--- src/hdl/b64d_pkg.sv ---
// shared types, constants and the character lookup for the base64 stream decoder
// no dependencies; used by every module of the decoder
package b64d_pkg;

    localparam int OUT_BYTES = 64;                       // size of one output pattern
    localparam int BW_W      = $clog2(OUT_BYTES + 1);    // bytes written, saturates at OUT_BYTES
    localparam int IDX_W     = 6;
    localparam int VAL_W     = 7;                        // six-bit value plus invalid flag
    localparam int NUM_SLOTS = 3;                        // bytes per group at most
    localparam int CNT_W     = 2;

    localparam logic [VAL_W-1:0] BAD_VALUE  = 7'h7F;
    localparam logic [7:0]       CH_UPPER_A = 8'h41;
    localparam logic [7:0]       CH_UPPER_Z = 8'h5A;
    localparam logic [7:0]       CH_LOWER_A = 8'h61;
    localparam logic [7:0]       CH_LOWER_Z = 8'h7A;
    localparam logic [7:0]       CH_DIGIT_0 = 8'h30;
    localparam logic [7:0]       CH_DIGIT_9 = 8'h39;
    localparam logic [7:0]       CH_PLUS    = 8'h2B;
    localparam logic [7:0]       CH_SLASH   = 8'h2F;
    localparam logic [VAL_W-1:0] VAL_PLUS   = 7'd62;
    localparam logic [VAL_W-1:0] VAL_SLASH  = 7'd63;
    localparam logic [VAL_W-1:0] OFS_LOWER  = 7'd26;
    localparam logic [VAL_W-1:0] OFS_DIGIT  = 7'd52;

    typedef struct packed {
        logic [7:0]       data;
        logic [IDX_W-1:0] index;
        logic             bvalid;
        logic             done;
    } result_t;

    typedef struct packed {
        logic [CNT_W-1:0]          cnt;
        result_t [NUM_SLOTS-1:0]   slot;
    } group_res_t;

    // standard alphabet, anything else maps to the invalid value
    function automatic logic [VAL_W-1:0] char_value(input logic [7:0] ch);
        logic [VAL_W-1:0] v;
        v = BAD_VALUE;
        if (ch inside {[CH_UPPER_A:CH_UPPER_Z]})
        begin
            v = VAL_W'(ch - CH_UPPER_A);
        end
        else if (ch inside {[CH_LOWER_A:CH_LOWER_Z]})
        begin
            v = VAL_W'(ch - CH_LOWER_A) + OFS_LOWER;
        end
        else if (ch inside {[CH_DIGIT_0:CH_DIGIT_9]})
        begin
            v = VAL_W'(ch - CH_DIGIT_0) + OFS_DIGIT;
        end
        else if (ch == CH_PLUS)
        begin
            v = VAL_PLUS;
        end
        else if (ch == CH_SLASH)
        begin
            v = VAL_SLASH;
        end
        return v;
    endfunction

endpackage

--- src/hdl/b64d_group.sv ---
// group state and decode: holds up to three values, decodes a completed group
// into up to three result words; depends on b64d_pkg
module b64d_group (
    input  logic                  clk,
    input  logic                  rst_n,
    input  logic                  step,
    input  logic [7:0]            text_char,
    input  logic                  end_of_text,
    output logic                  completes,
    output b64d_pkg::group_res_t  res
);

    logic [1:0]                     pos_reg, pos_next;
    logic [b64d_pkg::VAL_W-1:0]     held_reg [3];
    logic [b64d_pkg::VAL_W-1:0]     held_next [3];
    logic [b64d_pkg::BW_W-1:0]      bw_reg, bw_next;
    logic                           halted_reg, halted_next;

    logic [b64d_pkg::VAL_W-1:0]     v;
    logic [b64d_pkg::VAL_W-1:0]     vals [4];
    logic                           bad_ab;
    logic [7:0]                     cb [3];
    logic [2:0]                     en;
    logic [b64d_pkg::BW_W-1:0]      bw_t;
    logic [b64d_pkg::CNT_W-1:0]     n;

    always_comb
    begin
        v         = b64d_pkg::char_value(text_char);
        completes = (pos_reg == 2'd3) || end_of_text;

        // missing positions of a short last group read as zero
        vals[0] = (pos_reg == 2'd0) ? v : held_reg[0];
        vals[1] = (pos_reg > 2'd1) ? held_reg[1] : ((pos_reg == 2'd1) ? v : '0);
        vals[2] = (pos_reg > 2'd2) ? held_reg[2] : ((pos_reg == 2'd2) ? v : '0);
        vals[3] = (pos_reg == 2'd3) ? v : '0;

        bad_ab = vals[0][6] | vals[1][6];

        cb[0] = {vals[0][5:0], vals[1][5:4]};
        cb[1] = {vals[1][3:0], vals[2][5:2]};
        cb[2] = {vals[2][1:0], vals[3][5:0]};

        en[0] = !halted_reg && !bad_ab;
        en[1] = en[0] && !vals[2][6];
        en[2] = en[0] && !vals[3][6];

        // pack enabled bytes in order, stopping when the pattern is full
        res  = '0;
        n    = '0;
        bw_t = bw_reg;
        for (int i = 0; i < b64d_pkg::NUM_SLOTS; i++)
        begin
            if (en[i] && (bw_t < b64d_pkg::BW_W'(b64d_pkg::OUT_BYTES)))
            begin
                res.slot[n].data   = cb[i];
                res.slot[n].index  = b64d_pkg::IDX_W'(bw_t);
                res.slot[n].bvalid = 1'b1;
                res.slot[n].done   = 1'b0;
                n    = n + b64d_pkg::CNT_W'(1);
                bw_t = bw_t + b64d_pkg::BW_W'(1);
            end
        end

        if (end_of_text)
        begin
            if (n == '0)
            begin
                // bare end marker
                res.slot[0].done = 1'b1;
                n = b64d_pkg::CNT_W'(1);
            end
            else
            begin
                res.slot[n - b64d_pkg::CNT_W'(1)].done = 1'b1;
            end
        end
        res.cnt = n;
    end

    always_comb
    begin
        pos_next    = pos_reg;
        held_next   = held_reg;
        bw_next     = bw_reg;
        halted_next = halted_reg;
        if (step)
        begin
            if (!completes)
            begin
                held_next[pos_reg] = v;
                pos_next           = pos_reg + 2'd1;
            end
            else if (end_of_text)
            begin
                pos_next    = '0;
                held_next   = '{default: '0};
                bw_next     = '0;
                halted_next = 1'b0;
            end
            else
            begin
                pos_next    = '0;
                bw_next     = bw_t;
                halted_next = halted_reg | bad_ab;
            end
        end
    end

    always_ff @(posedge clk or negedge rst_n)
    begin
        if (!rst_n)
        begin
            pos_reg    <= '0;
            held_reg   <= '{default: '0};
            bw_reg     <= '0;
            halted_reg <= 1'b0;
        end
        else
        begin
            pos_reg    <= pos_next;
            held_reg   <= held_next;
            bw_reg     <= bw_next;
            halted_reg <= halted_next;
        end
    end

endmodule

--- src/hdl/b64d_outbuf.sv ---
// result buffer: takes up to three words of a group at once, hands them out
// one per cycle while result_ready is high; depends on b64d_pkg
module b64d_outbuf (
    input  logic                  clk,
    input  logic                  rst_n,
    input  logic                  load,
    input  b64d_pkg::group_res_t  load_res,
    output logic                  can_load,
    output logic                  result_valid,
    input  logic                  result_ready,
    output b64d_pkg::result_t     head_word
);

    b64d_pkg::result_t             entry_reg [b64d_pkg::NUM_SLOTS];
    b64d_pkg::result_t             entry_next [b64d_pkg::NUM_SLOTS];
    logic [b64d_pkg::CNT_W-1:0]    cnt_reg, cnt_next;
    logic [b64d_pkg::CNT_W-1:0]    head_reg, head_next;
    logic                          take;

    assign result_valid = (cnt_reg != '0);
    assign head_word    = entry_reg[head_reg];
    assign take         = result_valid && result_ready;
    // free now, or the last word leaves this cycle
    assign can_load     = (cnt_reg == '0) ||
                          ((cnt_reg == b64d_pkg::CNT_W'(1)) && result_ready);

    always_comb
    begin
        entry_next = entry_reg;
        cnt_next   = cnt_reg;
        head_next  = head_reg;
        if (load)
        begin
            for (int i = 0; i < b64d_pkg::NUM_SLOTS; i++)
            begin
                entry_next[i] = load_res.slot[i];
            end
            cnt_next  = load_res.cnt;
            head_next = '0;
        end
        else if (take)
        begin
            cnt_next  = cnt_reg - b64d_pkg::CNT_W'(1);
            head_next = head_reg + b64d_pkg::CNT_W'(1);
        end
    end

    always_ff @(posedge clk or negedge rst_n)
    begin
        if (!rst_n)
        begin
            cnt_reg  <= '0;
            head_reg <= '0;
        end
        else
        begin
            cnt_reg  <= cnt_next;
            head_reg <= head_next;
        end
    end

    always_ff @(posedge clk)
    begin
        entry_reg <= entry_next;
    end

endmodule

--- src/hdl/base64_stream_decoder_core.sv ---
// base64 stream decoder top: input register, group decode, result buffer
// path: result words of a character pass the input register, then the result buffer
// throughput: one character per cycle; a completed group puts out one word per cycle
// if result_ready, and stalls input only while a group result finds the buffer busy
// reset: rst_n asynchronous active low, clears group state, counts and valid flags
// depends on b64d_pkg, b64d_group, b64d_outbuf
module base64_stream_decoder_core (
    input  logic        clk,
    input  logic        rst_n,
    // character channel
    input  logic        text_valid,
    output logic        text_ready,
    input  logic [7:0]  text_char,
    input  logic        end_of_text,
    // result channel
    output logic        result_valid,
    input  logic        result_ready,
    output logic [7:0]  out_byte,
    output logic [5:0]  out_index,
    output logic        byte_valid,
    output logic        string_done
);

    // input register: one character waiting for the group stage
    logic                  in_valid_reg, in_valid_next;
    logic [7:0]            char_reg;
    logic                  eot_reg;

    logic                  completes;
    logic                  can_load;
    logic                  step;
    logic                  load;
    b64d_pkg::group_res_t  grp_res;
    b64d_pkg::result_t     head_word;

    // a character that only fills the group never needs the buffer;
    // a completing character waits until the buffer can take its words
    assign step       = in_valid_reg && (!completes || can_load);
    assign load       = step && completes && (grp_res.cnt != '0);
    assign text_ready = !in_valid_reg || step;

    always_comb
    begin
        in_valid_next = in_valid_reg;
        if (text_valid && text_ready)
        begin
            in_valid_next = 1'b1;
        end
        else if (step)
        begin
            in_valid_next = 1'b0;
        end
    end

    always_ff @(posedge clk or negedge rst_n)
    begin
        if (!rst_n)
        begin
            in_valid_reg <= 1'b0;
        end
        else
        begin
            in_valid_reg <= in_valid_next;
        end
    end

    // payload, no reset needed
    always_ff @(posedge clk)
    begin
        if (text_valid && text_ready)
        begin
            char_reg <= text_char;
            eot_reg  <= end_of_text;
        end
    end

    b64d_group u_group (
        .clk         (clk),
        .rst_n       (rst_n),
        .step        (step),
        .text_char   (char_reg),
        .end_of_text (eot_reg),
        .completes   (completes),
        .res         (grp_res)
    );

    b64d_outbuf u_outbuf (
        .clk          (clk),
        .rst_n        (rst_n),
        .load         (load),
        .load_res     (grp_res),
        .can_load     (can_load),
        .result_valid (result_valid),
        .result_ready (result_ready),
        .head_word    (head_word)
    );

    assign out_byte    = head_word.data;
    assign out_index   = head_word.index;
    assign byte_valid  = head_word.bvalid;
    assign string_done = head_word.done;

endmodule

--- config.mk ---
export PLATFORM = sky130hd
export DESIGN_NAME = base64_stream_decoder_core
export DESIGN_NICKNAME = d
export VERILOG_FILES = /design/src/hdl/b64d_pkg.sv /design/src/hdl/b64d_group.sv /design/src/hdl/b64d_outbuf.sv /design/src/hdl/base64_stream_decoder_core.sv
export SDC_FILE = /design/constraint.sdc
export NUM_CORES = 1
export LEC_CHECK = 0
export BUFFER_PORTS_ARGS = -buffer_cell sky130_fd_sc_hd__buf_2
export CORE_UTILIZATION = 61
export CTS_CLUSTER_SIZE = 20
export DETAILED_ROUTE_END_ITERATION = 6
export PLACE_DENSITY = 0.8
export SYNTH_ARGS = -nofsm -noshare
export SYNTH_HDL_FRONTEND = slang
export SYNTH_SLANG_ARGS = --single-unit
--- constraint.sdc ---
create_clock -name clk -period 6.3 [get_ports clk]
set_input_delay 1.26 -clock clk [delete_from_list [all_inputs] [get_ports clk]]
set_output_delay 1.26 -clock clk [all_outputs]
set_load 0.01 [all_outputs]
Yosys cells after proc, flatten, opt, wreduce, memory -nomap -nowiden
Cells that the tools add are included.
- flip-flop bits (word level): 93
- input port bits: 13
- logic and storage cells: 175
- reductions and logical operators: 38
- order comparisons: 20
- equality and inequality tests: 7
- mux-type cells: 69
- bitwise operators: 4
- add/subtract/negate cells: 14
- operators by type and width (kind ; count):
    bitwise mux 48 bit ; 9
    demux 16 bit (select 2 bit) ; 9
    two-way mux 48 bit ; 3
    two-way mux 7 bit ; 16
    two-way mux 16 bit ; 5
    two-way mux 47 bit ; 1
    two-way mux 21 bit ; 2
    binary-select mux 16 bit (select 2 bit) ; 1
    two-way mux 2 bit ; 11
    adder 7 x 1 -> 7 bit (second input constant) ; 3
    bitwise mux 21 bit ; 1
    less-than comparator 7 bit (second input constant) ; 3
    logical AND 1 bit ; 19
    == test 8 x 6 -> 1 bit (second input constant) ; 2
    greater-or-equal comparator 8 x 7 -> 1 bit (second input constant) ; 2
    less-or-equal comparator 8 x 7 -> 1 bit (second input constant) ; 2
    two-way mux 8 bit ; 2
    demux 7 bit (select 2 bit) ; 1
    subtractor 7 bit (second input constant) ; 2
    greater-or-equal comparator 8 x 6 -> 1 bit (second input constant) ; 1
    less-or-equal comparator 8 x 6 -> 1 bit (second input constant) ; 1
    two-way mux 1 bit ; 8
    nonzero test 2 bit ; 4
    adder 7 x 5 -> 7 bit (second input constant) ; 1
    22 further kinds ; 43

Depth between registers and ports, before layout
- depth in word-level cells: 30
- depth in mapped cells: 17
- gate-level depth less buffers: 16

By module
From an unflattened synthesis, not the netlist that was laid out.
- cells, all modules: 551
- area total of the unflattened synthesis: 5560.3 µm²
- modules (own cells, without submodules) (module ; cells an instance ; area each (µm²) ; seq. area each (µm²) ; times used):
    b64d_group ; 407 ; 3169.3 ; 775.7 ; 1
    b64d_outbuf ; 126 ; 2047.0 ; 1541.5 ; 1
    base64_stream_decoder_core ; 18 ; 344.1 ; 295.3 ; 1

Worst setup path before layout
Ideal clock, no wire load.
- kind: flip-flop to flip-flop
- from: reg char_reg[2]
- to: reg u_outbuf.entry_reg[0] (netlist name), enable pin
- data arrival time: 4582 ps
- setup slack: 1293 ps
- cell stages (with the launch flop): 16
- clock period less this slack: 5007 ps
- buffers on the path: 1
- setup time: 424 ps
- cells stage by stage: edfxtp_1 > inv_1 > ha_1 > or3b_1 > and4_4 > nor3_4 > a21o_2 > inv_4 > ha_1 > inv_1 > ha_1 > and2_4 > a41oi_2 > buf_6 > nor2_2 > a21oi_2
- word-level cells in the longest chain between the ends: 24
- elaborated cells between the ends (all ways): 52
- RTL lines (what ; line ; text):
    from (decl) ; base64_stream_decoder_core.sv:26 ; logic [7:0] char_reg;
    from (signal assigned) ; base64_stream_decoder_core.sv:72 ; char_reg <= text_char;
    parallel branches: the longest is 5 deep, another holds subtractor 7 x 6 -> 7 bit ; -- ;
    two-way mux 7 bit * ; b64d_pkg.sv:42 ; if (ch inside {[CH_UPPER_A:CH_UPPER_Z]})
    two-way mux 7 bit (2 in series) ; b64d_group.sv:34 ; vals[1] = (pos_reg > 2'd1) ? held_reg[1] : ((pos_reg == 2'd1) ? v : '0);
    OR 1 bit ; b64d_group.sv:38 ; bad_ab = vals[0][6] | vals[1][6];
    zero test 1 bit ; b64d_group.sv:44 ; en[0] = !halted_reg && !bad_ab;
    logical AND 1 bit ; b64d_group.sv:44 ;
    logical AND 1 bit ; b64d_group.sv:54 ; if (en[i] && (bw_t < b64d_pkg::BW_W'(b64d_pkg::OUT_BYTES)))
    two-way mux 7 bit ; b64d_group.sv:54 ;
    (+4 left out) ; -- ;
    logical AND 1 bit ; b64d_group.sv:54 ;
    two-way mux 2 bit * ; b64d_group.sv:54 ;
    zero test 2 bit ; b64d_group.sv:67 ; if (n == '0)
    two-way mux 2 bit ; b64d_group.sv:67 ;
    two-way mux 2 bit * ; b64d_group.sv:65 ; if (end_of_text)
    nonzero test 2 bit * ; base64_stream_decoder_core.sv:39 ; assign load = step && completes && (grp_res.cnt != '0);
    logical AND 1 bit * ; base64_stream_decoder_core.sv:39 ;
    via load ; base64_stream_decoder_core.sv:32 ; logic load;
    to (signal assigned) ; b64d_outbuf.sv:64 ; entry_reg <= entry_next;
    to (decl) ; b64d_outbuf.sv:14 ; b64d_pkg::result_t entry_reg [b64d_pkg::NUM_SLOTS];
Mark *: on every way through the listed nets, which the timed path passes.
A chain may end at the register's enable or synchronous reset.

Final worst setup path
- from: reg char_reg[2]
- to: reg u_outbuf.entry_reg[9] (netlist name), enable pin
The elaborated chain is that of the path after synthesis.

==> results.json <==
{
  "place_inst": 656,
  "rsz0062_at_grt": "false",
  "ant_nets": 0,
  "min_path_cells": 2,
  "dr.pass1.iters": 5,
  "critPathMaxStageDelay_ns": 0.60,
  "design_area_um2": 5840,
  "dieArea_um2": 9270,
  "clkTransAtPathRegs_ns": 0.09,
  "hold_viol": 0,
  "synth_top_area_share_pct": 31.6,
  "place_area_um2": 5610,
  "cts_resized": 0,
  "cp.arrival_ns": 4.92,
  "slew_violations": 0,
  "grt_usage_pct": 28.4,
  "ys_warn_count": 0,
  "num_vias": 4244,
  "worst-path-stages": 15,
  "row_count": 34,
  "drc": 0,
  "grt_pass1_wl_mm": 19.3,
  "largest_register_ffs": 48,
  "diodes": 0,
  "setup_viol": 0,
  "yosysTopAreaCell": "edfxtp_1",
  "status": "complete, no violations",
  "core-area_um2": 8680,
  "fin_tns_setup_ns": 0,
  "io_buffers": 30,
  "syn-cell-area_um2": 5420,
  "clk_path_buf_depth": 2,
  "p_clk_share_pct": 14.9,
  "wl_per_cell_um": 18.1,
  "syn_inst": 537,
  "tritoncts": "built",
  "hold_path_class": "flip-flop to flip-flop",
  "antenna_found_initial": 0,
  "drt-vias-per-instance": 6.32,
  "synth_area_leaders": "edfxtp_1 (32%), dfrtp_1 (17%), nand2_1 (5.5%), o21ai_0 (5.0%), ha_1 (4.6%)",
  "syn_nets": 570,
  "area_delta_synth_final_pct": 7.66,
  "fin_crit_ns": 4.92,
  "grt_pass1_vias": 3762,
  "nNetsFinal": 592,
  "cts_root_buf": "clkbuf_8",
  "crit_family": "simple AND/OR/NAND/NOR gates",
  "place.gp.congestion": 1.01,
  "start_util_pct": 62.5,
  "fin_cells": 672,
  "yosysUniqueCellTypes": 81,
  "drv_cap": 0,
  "worst_pin_slew_ns": 1.15,
  "total_power_mw": 3.03,
  "htree_levels": 3,
  "syn_avg_cell_area_um2": 10.1,
  "seq_power_share_pct": 35.7,
  "sw_frac_of_total_pct": 44.9,
  "crit_type": "flip-flop to flip-flop",
  "p_int_mw": 1.67,
  "clock.fmax_mhz": 203,
  "post-dp-hpwl_mm": 8.89,
  "wirelength_mm": 12.2,
  "r2r_cells": 15,
  "critPathMaxFanout": 50,
  "setup_slack_ns": 1.38,
  "crit_chain": "inv_1 > ha_1 > or3b_1 > and4_4 > nor3_4 > a21o_2 > inv_4 > ha_1 > inv_1 > ha_1 > and2_4 > a41oi_2 > nor2_2 > a21oi_4 > buf_4",
  "end_kind": "flip-flop",
  "yosysSeqAreaShare_pct": 48.2,
  "mostFrequentLayoutCells": "nand2_1 (79), edfxtp_1 (57), o21ai_0 (54)",
  "drtIter0Drc": 390,
  "pwr-share-comb_pct": 49.4,
  "timing.hold.ws_ns": 0.490,
  "leakagePower_nw": 2.34,
  "synth_edf_count": 57,
  "path_common_cell": "ha_1",
  "worstPathBufferInverterCount": 4,
  "nFillCells": 667,
  "async_reset_ff_share_pct": 38.7,
  "insertion_delay_ns": 0.37,
  "power_density_nw_per_um2": 518,
  "fin_crit_sh_pct": 78.0,
  "grt_max_degree": 51,
  "relSlewSlack_pct": 23.1,
  "irDropWorstVdd_v": 0.000228,
  "post-place-ws_ns": 1.46,
  "ys_seq_elements": 93,
  "final_core_util_pct": 67.2,
  "hold_buffers": 0,
  "die_x_um": 96.3,
  "postCtsSetupBuffers": 0,
  "p_sw_mw": 1.36,
  "final_common_cell": "nand2_1",
  "synth_ff_type": "edfxtp_1",
  "slowest_stage": "a41oi_2",
  "clkSinkCount": 93,
  "die_h_um": 96.3,
  "globalRoute.totalOverflow": 0,
  "worst_setup_path_start_kind": "flip-flop",
  "pin_count": 31,
  "drive_above_1_share_pct": 13.7,
  "skew_ns": 0.00966,
  "crit_required_ns": 6.31,
  "cts_made_buffers": 9
}
logic make-up after synthesis:
logic type	after synthesis	synth area share, %
XOR/XNOR	20	3.79
AO/OA/AOI/OAI	138	17.5
flip-flops	93	48.2
adder cells (fa/ha/maj)	20	4.62
buffers and inverters	46	4.02
multiplexers	21	3.90
AND/OR/NAND/NOR	199	18.0
power groups by stage:
stage	combinational (mW)	sequential (mW)	clock, mW
after floorplan	1.19	1.01	0
after global placement	1.44	1.08	0
after detailed placement	1.48	1.09	0
after CTS	1.49	1.08	0.455
after global routing	1.67	1.11	0.478
final	1.49	1.08	0.452
synth_stat cells, drive strengths merged (9+ instances only):
cell type and instances:
nand2 80, o21ai 59, edfxtp 57, nor2 46, dfrtp 36, inv 23
ha 20, mux2i 20, a21oi 18, nand3 18, clkbuf 15, xnor2 11
and2 10, nor2b 9, xor2 9
worst register-to-register path: stages, from the launching register on:
cell,delay [ns]
edfxtp_1,0.52
inv_1,0.15
ha_1,0.30
or3b_1,0.37
and4_4,0.22
nor3_4,0.27
a21o_2,0.34
inv_4,0.10
ha_1,0.40
inv_1,0.12
ha_1,0.19
and2_4,0.16
a41oi_2,0.60
nor2_2,0.15
a21oi_4,0.16
buf_4,0.50
cell type report:
| cell class | count | area (µm²) | area share (%) |
|---|---|---|---|
| clock buffers | 10 | 128 | 2.19 |
| multi-input cells | 398 | 2600 | 44.5 |
| repair buffers | 33 | 173 | 2.96 |
| inverters | 24 | 95.1 | 1.63 |
| clock inverters | 6 | 95.1 | 1.63 |
| flip-flops and latches | 93 | 2610 | 44.8 |
| well taps | 108 | 135 | 2.32 |
per-layer routing:
| layer | GRT usage, % | share of wire [%] | vias to the layer above |
|---|---|---|---|
| met2 | 44.4 | 47 | 195 |
| met1 | 39.9 | 43 | 2037 |
| li1 | - | - | 1983 |
| met3 | 3.79 | 7.1 | 29 |
| met4 | 11.7 | 2.5 | 0 |
| met5 | 0 | 0 | - |
final timing paths:
check / startpoint / end / slack [ns]
min in group asynchronous: rst_n / u_outbuf.head_reg[1] / 0.99
max reg2reg: char_reg[2] / u_outbuf.entry_reg[9] / 1.38
max in group asynchronous: rst_n / u_group.held_reg[18] / 4.76
min: u_group.held_reg[16] / u_group.held_reg[16] / 0.49
min reg2reg: u_group.held_reg[16] / u_group.held_reg[16] / 0.49
max: char_reg[2] / u_outbuf.entry_reg[9] / 1.38
No activity file was read; power rests on OpenSTA's default activity.
